**config.mk**
```make
export PLATFORM = sky130hd
export DESIGN_NAME = multiset_bag_store
export DESIGN_NICKNAME = d
export VERILOG_FILES = /design/src/hw/rtl/mbag_pkg.sv /design/src/hw/rtl/mbag_cell.sv /design/src/hw/rtl/multiset_bag_store.sv
export SDC_FILE = /design/constraint.sdc
export NUM_CORES = 1
export LEC_CHECK = 0
export ABC_AREA = 1
export ABC_CLOCK_PERIOD_IN_PS = 9350
export BUFFER_PORTS_ARGS = -buffer_cell sky130_fd_sc_hd__clkbuf_2
export CELL_PAD_IN_SITES_DETAIL_PLACEMENT = 2
export CELL_PAD_IN_SITES_GLOBAL_PLACEMENT = 2
export CORE_MARGIN = 1.5
export CORE_UTILIZATION = 45
export CTS_BUF_LIST = sky130_fd_sc_hd__clkbuf_8
export DETAILED_ROUTE_END_ITERATION = 6
export HOLD_SLACK_MARGIN = 0.12
export PLACE_DENSITY_LB_ADDON = 0.05
export SLEW_MARGIN = 10
export SYNTH_ARGS = -nofsm -noshare
export SYNTH_HDL_FRONTEND = slang
export SYNTH_SLANG_ARGS = --single-unit
```
**constraint.sdc**
```tcl
create_clock -name clk_i -period 9.35 [get_ports clk_i]
set_clock_uncertainty 0.1 [all_clocks]
set_input_delay 0 -clock clk_i [delete_from_list [all_inputs] [get_ports clk_i]]
set_output_delay 0 -clock clk_i [all_outputs]
set_load 0.005 [all_outputs]
```
**src/hw/rtl/mbag_pkg.sv**
```systemverilog
`timescale 1ns / 1ps

package mbag_pkg;

  localparam int unsigned CAPACITY  = 16;
  localparam int unsigned DATA_W    = 32;
  localparam int unsigned ENTRIES_W = 5;

  typedef enum logic {
    REQ_INSERT = 1'b0,
    REQ_REMOVE = 1'b1
  } req_e;

  typedef struct packed {
    req_e               req_type;
    logic signed [31:0] item_value;
  } req_t;

  typedef struct packed {
    logic       done_ok;
    logic [4:0] entries_held;
  } rsp_t;

  // Broadcast to every cell, already qualified by the input transaction
  typedef struct packed {
    logic              ins;
    logic              rem;
    logic [DATA_W-1:0] value;
  } cell_cmd_t;

  // Passed from cell i to cell i+1
  typedef struct packed {
    logic valid;
    logic found;
  } link_t;

  // Passed from cell i+1 down to cell i for the shift on remove
  typedef struct packed {
    logic              valid;
    logic [DATA_W-1:0] data;
  } shift_t;

endpackage

```
**src/hw/rtl/mbag_cell.sv**
```systemverilog
`timescale 1ns / 1ps

module mbag_cell (
  input  logic               clk_i,
  input  logic               rst_ni,
  input  mbag_pkg::cell_cmd_t cmd_i,
  input  mbag_pkg::link_t    prev_i,
  output mbag_pkg::link_t    next_o,
  input  mbag_pkg::shift_t   up_i,
  output mbag_pkg::shift_t   down_o
);

  logic                        valid_q, valid_d;
  logic [mbag_pkg::DATA_W-1:0] data_q, data_d;
  logic                        match;
  logic                        found;
  logic                        shift;
  logic                        load;

  assign match = valid_q && (data_q == cmd_i.value);
  assign found = prev_i.found | match;
  // every cell at or above the first match takes its upper neighbor's entry
  assign shift = cmd_i.rem && found;
  // the lowest empty cell takes the new value
  assign load  = cmd_i.ins && !valid_q && prev_i.valid;

  always_comb begin
    valid_d = valid_q;
    data_d  = data_q;
    if (shift) begin
      valid_d = up_i.valid;
      data_d  = up_i.data;
    end else if (load) begin
      valid_d = 1'b1;
      data_d  = cmd_i.value;
    end
  end

  always_ff @(posedge clk_i or negedge rst_ni) begin
    if (!rst_ni) begin
      valid_q <= 1'b0;
    end else begin
      valid_q <= valid_d;
    end
  end

  always_ff @(posedge clk_i) begin
    data_q <= data_d;
  end

  assign next_o.valid = valid_q;
  assign next_o.found = found;
  assign down_o.valid = valid_q;
  assign down_o.data  = data_q;

endmodule

```
**src/hw/rtl/multiset_bag_store.sv**
```systemverilog
`timescale 1ns / 1ps

// Bag of up to 16 signed 32-bit values held in a row of cells, filled from
// the bottom. Insert appends at the lowest empty cell and is refused when all
// cells are held; remove drops the lowest-positioned equal entry and every
// cell above it moves down one place. Each request yields one response with
// the success flag and the number of entries held afterwards. All cells
// compare in parallel and the first-match flag ripples up the row. The
// response sits in an output register and shows up the cycle after the
// request; the next request is taken in the same cycle that the response is
// taken, so one request per cycle is sustained while the receiver keeps up,
// and a stalled response holds off the input.
module multiset_bag_store (
  input  logic           clk_i,
  input  logic           rst_ni,
  input  logic           in_valid_i,
  output logic           in_ready_o,
  input  mbag_pkg::req_t in_data_i,
  output logic           out_valid_o,
  input  logic           out_ready_i,
  output mbag_pkg::rsp_t out_data_o
);

  localparam int unsigned N = mbag_pkg::CAPACITY;

  mbag_pkg::cell_cmd_t          cmd;
  mbag_pkg::link_t              link  [N+1];
  mbag_pkg::shift_t             shv   [N+1];
  logic [N-1:0]                 held;
  logic                         accept;
  logic                         ok;
  logic [mbag_pkg::ENTRIES_W-1:0] fill_q, fill_d;
  logic                         out_valid_q, out_valid_d;
  mbag_pkg::rsp_t               rsp_q, rsp_d;

  assign in_ready_o = !out_valid_q || out_ready_i;
  assign accept     = in_valid_i && in_ready_o;

  assign cmd.ins   = accept && (in_data_i.req_type == mbag_pkg::REQ_INSERT);
  assign cmd.rem   = accept && (in_data_i.req_type == mbag_pkg::REQ_REMOVE);
  assign cmd.value = in_data_i.item_value;

  assign link[0].valid = 1'b1;
  assign link[0].found = 1'b0;
  assign shv[N].valid  = 1'b0;
  assign shv[N].data   = '0;

  for (genvar i = 0; i < N; i++) begin : g_cell
    mbag_cell u_cell (
      .clk_i  (clk_i),
      .rst_ni (rst_ni),
      .cmd_i  (cmd),
      .prev_i (link[i]),
      .next_o (link[i+1]),
      .up_i   (shv[i+1]),
      .down_o (shv[i])
    );
    assign held[i] = link[i+1].valid;
  end

  always_comb begin
    if (in_data_i.req_type == mbag_pkg::REQ_INSERT) begin
      ok = !held[N-1];
    end else begin
      ok = link[N].found;
    end

    fill_d = fill_q;
    if (accept && ok) begin
      if (in_data_i.req_type == mbag_pkg::REQ_INSERT) begin
        fill_d = fill_q + 1'b1;
      end else begin
        fill_d = fill_q - 1'b1;
      end
    end

    out_valid_d = out_valid_q;
    rsp_d       = rsp_q;
    if (accept) begin
      out_valid_d        = 1'b1;
      rsp_d.done_ok      = ok;
      rsp_d.entries_held = fill_d;
    end else if (out_ready_i) begin
      out_valid_d = 1'b0;
    end
  end

  always_ff @(posedge clk_i or negedge rst_ni) begin
    if (!rst_ni) begin
      fill_q      <= '0;
      out_valid_q <= 1'b0;
    end else begin
      fill_q      <= fill_d;
      out_valid_q <= out_valid_d;
    end
  end

  always_ff @(posedge clk_i) begin
    rsp_q <= rsp_d;
  end

  assign out_valid_o = out_valid_q;
  assign out_data_o  = rsp_q;

  // the count tracks the number of held cells
  a_fill_matches_cells: assert property (@(posedge clk_i) disable iff (!rst_ni)
    fill_q == mbag_pkg::ENTRIES_W'($countones(held)))
    else $error("fill count differs from held cells");

  // held cells always form a contiguous run from the bottom
  a_held_contiguous: assert property (@(posedge clk_i) disable iff (!rst_ni)
    ((held + 1'b1) & held) == '0)
    else $error("gap in held cells");

  // an insert into a full bag is refused
  a_full_insert_refused: assert property (@(posedge clk_i) disable iff (!rst_ni)
    (cmd.ins && held[N-1]) |=> (out_valid_q && !rsp_q.done_ok))
    else $error("insert into full bag accepted");

  // a pending response reports the current count
  a_rsp_count: assert property (@(posedge clk_i) disable iff (!rst_ni)
    out_valid_q |-> (rsp_q.entries_held == fill_q))
    else $error("response count out of date");

endmodule

```
Yosys cells after proc, flatten, opt, wreduce, memory -nomap -nowiden
Cells that the tools add are included.

Reduce and logical (&&, ||, !) cells: 102. Bitwise logic cells: 16. Eq/ne operators: 16. $add $sub $neg: 2. Mux-type cells: 67.

Operator list (count): $mux W32 (30); $eq A32 B32 Y1 (16); $logic_and A1 B1 Y1 (67); $mux W1 (35); $reduce_bool A2 Y1 (17); $logic_not A1 Y1 (17); $or A1 B1 Y1 (15); $mux W5 (2); $add A5 B1 Y5 const B (1); $sub A5 B1 Y5 const B (1); $logic_or A1 B1 Y1 (1); $not A1 Y1 (1).

Register bits after elaboration: 540. Logic and storage cells: 239. Output and inout port bits: 8.

Depth between registers and ports, before layout
Depth in word-level cells: 20. Depth in mapped cells: 23. Mapped depth without buffers: 21.

Cells and area by module
A second synthesis with hierarchy kept.

Cells, all modules: 4514. Area, all modules: 34076.4 um2.

By module, submodules not included: mbag_cell (area an instance 2089.5 um2, instances 16, sequential area each 985.9 um2, cells each 278); multiset_bag_store (area an instance 644.4 um2, instances 1, sequential area each 330.3 um2, cells each 66).

Least setup slack after synthesis
No wires, ideal clock.

Kind: register -> register. Start point: reg g_cell[6].u_cell.data_q[14] in the netlist's numbering. End point: reg g_cell[13].u_cell.data_q[0] in the netlist's numbering, enable pin. Data arrival time: 3905 ps. Data required time: 8782 ps. Setup time: 468 ps. Slack: 4877 ps. Cell stages (with the launch flop): 10. Cell sequence: edfxtp_1 -> xor2_1 -> or4_1 -> nor2_1 -> nand3_1 -> nand4_4 -> nor2_4 -> nand4_4 -> nor2_4 -> o21ai_0.

Cells in the longest elaborated chain, start to end: 12.

RTL lines: start, declared (line mbag_cell.sv:14) `logic [mbag_pkg::DATA_W-1:0] data_q, data_d;`; start signal, assigned (line mbag_cell.sv:48) `data_q <= data_d;`; $eq A32 B32 Y1 (line mbag_cell.sv:20) `assign match = valid_q && (data_q == cmd_i.value);`; $logic_and A1 B1 Y1 (line mbag_cell.sv:20); $or A1 B1 Y1 (8 in a row) (line mbag_cell.sv:21) `assign found = prev_i.found | match;`; $logic_and A1 B1 Y1 (line mbag_cell.sv:23) `assign shift = cmd_i.rem && found;`; $reduce_bool A2 Y1 (no line); end signal, assigned (line mbag_cell.sv:48); end, declared (line mbag_cell.sv:14).

Every way passes these cells. A chain may end at the register's enable or synchronous reset.

Worst setup path in the final report
Start point: in in_data_i[13] in the netlist's numbering. End point: reg g_cell[8].u_cell.data_q[14] in the netlist's numbering (data pin).

Cells in the longest elaborated chain, start to end: 12.

RTL lines: start, declared (line multiset_bag_store.sv:18) `input mbag_pkg::req_t in_data_i,`; $eq A32 B32 Y1 (line mbag_cell.sv:20); $logic_and A1 B1 Y1 (line mbag_cell.sv:20); $or A1 B1 Y1 (7 in a row) (line mbag_cell.sv:21); $or A1 B1 Y1 * (line mbag_cell.sv:21); $logic_and A1 B1 Y1 * (line mbag_cell.sv:23); $mux W32 * (line mbag_cell.sv:30) `if (shift) begin`; via g_cell[8].u_cell.data_d (one bit) (line mbag_cell.sv:14); end signal, assigned (line mbag_cell.sv:48); end, declared (line mbag_cell.sv:14).

Mark *: on every way through the listed nets, which the timed path passes. The rest lies on a longest branch.

==> impl_metrics.csv <==
group,metric,value,unit
pwr,powerDensity,177.7,nW/um2
worst_setup_path,worst-endpoint-required,9.76,ns
timing,setup_violations,0,
yosys,synth_fp_nets,3486,
floorplan,rows,94,
route,wl,153300,um
finish,drive_above_1_share,9.525,%
clock_tree,clock_path_buffers,3,
global_routing,antenna_found_initial,6,
worst_setup_path,start_kind,"input port",
timing,fmax,177.1,MHz
floorplan,die_h,260.3,um
route,drt_pass1_iterations,6,
yosys,netlist_area,29790,um2
global_routing,grt_max_degree,66,
floorplan,die-width,260.3,um
min_path,hp-class,"in2async",
yosys,synth-seq-area-share,52.98,%
floorplan,die-area,67760,um2
route,routedWlPerCell,34.62,um
yosys,synthCells,3445,
global_routing,track_usage,44.84,%
yosys,ys_ff_latch,540,
timing,hold_ws,0.2371,ns
pwr,max-vdd-ir-drop,117.0,uV
yosys,synth_edf_count,486,
finish,nFillCells,7094,
timing,slew_violations,0,
place,place_hpwl,97510,um
timing,finalWorstPathRequiredPeriod,5.646,ns
clock_tree,clk_latency,0.75,ns
floorplan,start_util,45.40,%
place,portBuffers,44,
yosys,synthFlopType,"edfxtp_1",
worst_setup_path,arrival,6.05,ns
floorplan,ios,45,
timing,finalCritPeriodShare,60.39,%
clock_tree,clock-root-buffer,"clkbuf_8",
route,drt-initial-drc-count,3632,
worst_setup_path,crit_type,"in2reg",
global_routing,grt_pass1_wl,215100,um
timing,worst_pin_slew,1.181,ns
clock_tree,htree_levels,3,
worst_setup_path,endpoint_kind,"flip-flop",
run_status,status,"complete, no violations",
yosys,synth.distinct_cells,59,
finish,final_cell_mix,"1004 x nand2_1, 507 x o21ai_0, 486 x edfxtp_1",
floorplan,core_area,65630,um2
clock_tree,clk_pin_slew,0.08,ns
finish,area_delta_synth_final,11.04,%
yosys,avgSynthCellArea,8.648,um2
worst_setup_path,crit_path_max_fanout,37,
route,viasPerCell,6.506,
timing,rsz0062_at_grt,"false",
worst_setup_path,reg2reg_depth,15,
flow_run,cap_violations,0,
route,drcViolationCount,0,
yosys,async_reset_ff_share,4.074,%
clock_tree,numCtsBuffers,100,
timing,tns,0,ns
finish,post-route-util,50.41,%
yosys,yosysWarnings,0,
route,route.vias.total,28803,
global_routing,grt-ovfl-total,0,
timing,hold_viol,0,
place,place_congestion,0.9733,
global_routing,grt_pass1_vias,29968,
pwr,p_leak,0.01294,uW
clock_tree,cts_sinks,540,
clock_tree,cts_tree,"done",
route,ant_nets,0,
finish,layout.nets,3521,
timing,relSlewSlack,20.78,%
finish,final_common_cell,"nand2_1",
## worst paths after layout
path	slack, ns	endpoint	start
hold reg to reg	0.46	fill_q[4]	fill_q[4]
min in group clk_i	0.25	out_data_o[5]	in_data_i[32]
hold / removal	0.24	g_cell[12].u_cell.valid_q	rst_ni
setup reg to reg	4.36	g_cell[8].u_cell.data_q[14]	g_cell[1].u_cell.data_q[15]
max in group asynchronous	8.64	g_cell[0].u_cell.valid_q	rst_ni
setup / recovery	3.70	g_cell[8].u_cell.data_q[14]	in_data_i[13]
## per-layer routing
layer,wire (um),vias up,global-route usage (%)
li1,-,11756,-
met5,26,-,0
met1,57060,14627,56.01
met2,69650,1867,70.68
met3,16430,549,10.18
met4,10100,4,27.79
## per-stage QoR
step	power, uW	cell area (um2)	instances	setup slack, ns
5_1_grt	5994	33080	4424	3.585
2_1_floorplan	3228	29790	3445	4.877
3_5_place_dp	3610	30780	4200	3.898
4_1_cts	5832	33030	4421	3.999
6_report	5878	33080	4427	3.704
3_3_place_gp	3568	30780	4200	4.200
## Yosys cell counts, types with 10 or more instances
cell / n / share of area (%)
xor2_1: 85 / 2.5
o21ai_0: 509 / 8.6
nor3_1: 35 / 0.59
edfxtp_1: 486 / 49
o2111ai_1: 31 / 0.91
buf_2: 71 / 1.2
a21oi_1: 63 / 1.1
nor2_1: 157 / 2.0
dfrtp_1: 22 / 1.8
o21ai_2: 21 / 0.62
o22ai_1: 81 / 1.7
xnor2_1: 78 / 2.3
clkbuf_1: 111 / 1.4
buf_4: 18 / 0.45
or2_2: 12 / 0.25
nand2_1: 1005 / 13
o221ai_1: 10 / 0.29
nor4_1: 34 / 0.71
inv_1: 311 / 3.9
inv_2: 13 / 0.16
nand4_1: 68 / 1.4
buf_1: 20 / 0.25
o21ai_1: 24 / 0.40
nand3_1: 46 / 0.77
dfxtp_1: 32 / 2.2
buf_6: 13 / 0.49
## cell type report
| cell class | instances | area [um2] | area share, % |
|---|---|---|---|
| antenna | 4 | 10.01 | 0.03026 |
| clock buffer | 105 | 1445 | 4.368 |
| tap | 864 | 1081 | 3.268 |
| multi-input combinational | 2332 | 11800 | 35.66 |
| timing repair buffer | 170 | 1309 | 3.956 |
| sequential | 540 | 15790 | 47.71 |
| clock inverter | 76 | 386.6 | 1.169 |
| inverter | 336 | 1269 | 3.835 |
## repair_timing
item | CTS | global route
gates resized for setup | 0 | 0
hold buffers | 40 | 0
setup buffers | 0 | 0
endpoints found under the setup margin | 0 | 0
hold endpoints to repair | 288 | 0
## kinds of logic (layout without fill, tap and decap cells)
logic type	Yosys count	in the layout	share of synthesized area [%]
AOI/OAI and AO/OA	772	772	14.43
adders and majority gates	4	4	0.1932
and+or+nand+nor	1393	1393	19.49
other	0	4	0
DFF	540	540	52.98
buffers and inverters	573	687	8.114
xor gates and xnor gates	163	163	4.792
## worst max-delay path, stage by stage
cell and delay (ns):
dlygate4sd3_1 0.55, clkbuf_2 0.48, inv_2 0.87, nand2_1 0.21, nand2_1 0.11, nor2_1 0.04
nand2_1 0.05, nor2_1 0.05, nand3_2 0.06, nor2_2 0.05, nor2_2 0.29, nand4_2 0.18
nor2_4 0.32, nand4_4 0.16, nand2_1 0.79, clkinv_1 1.16, o21ai_0 0.62
## registers in the layout (all words and copies together) (netlist names)
register	count
out_data_o	6
g_cell.u_cell.data_q	512
g_cell.u_cell.valid_q	16
out_valid_o	1
fill_q	5
## power by group
| part | switching (uW) | total [uW] | internal [uW] |
|---|---|---|---|
| Clock | 1150 | 2240 | 1090 |
| Sequential | 115 | 2870 | 2760 |
| Combinational | 575 | 762 | 188 |
| Total | 1840 | 5880 | 4040 |
No activity file was read; power rests on OpenSTA's default activity.
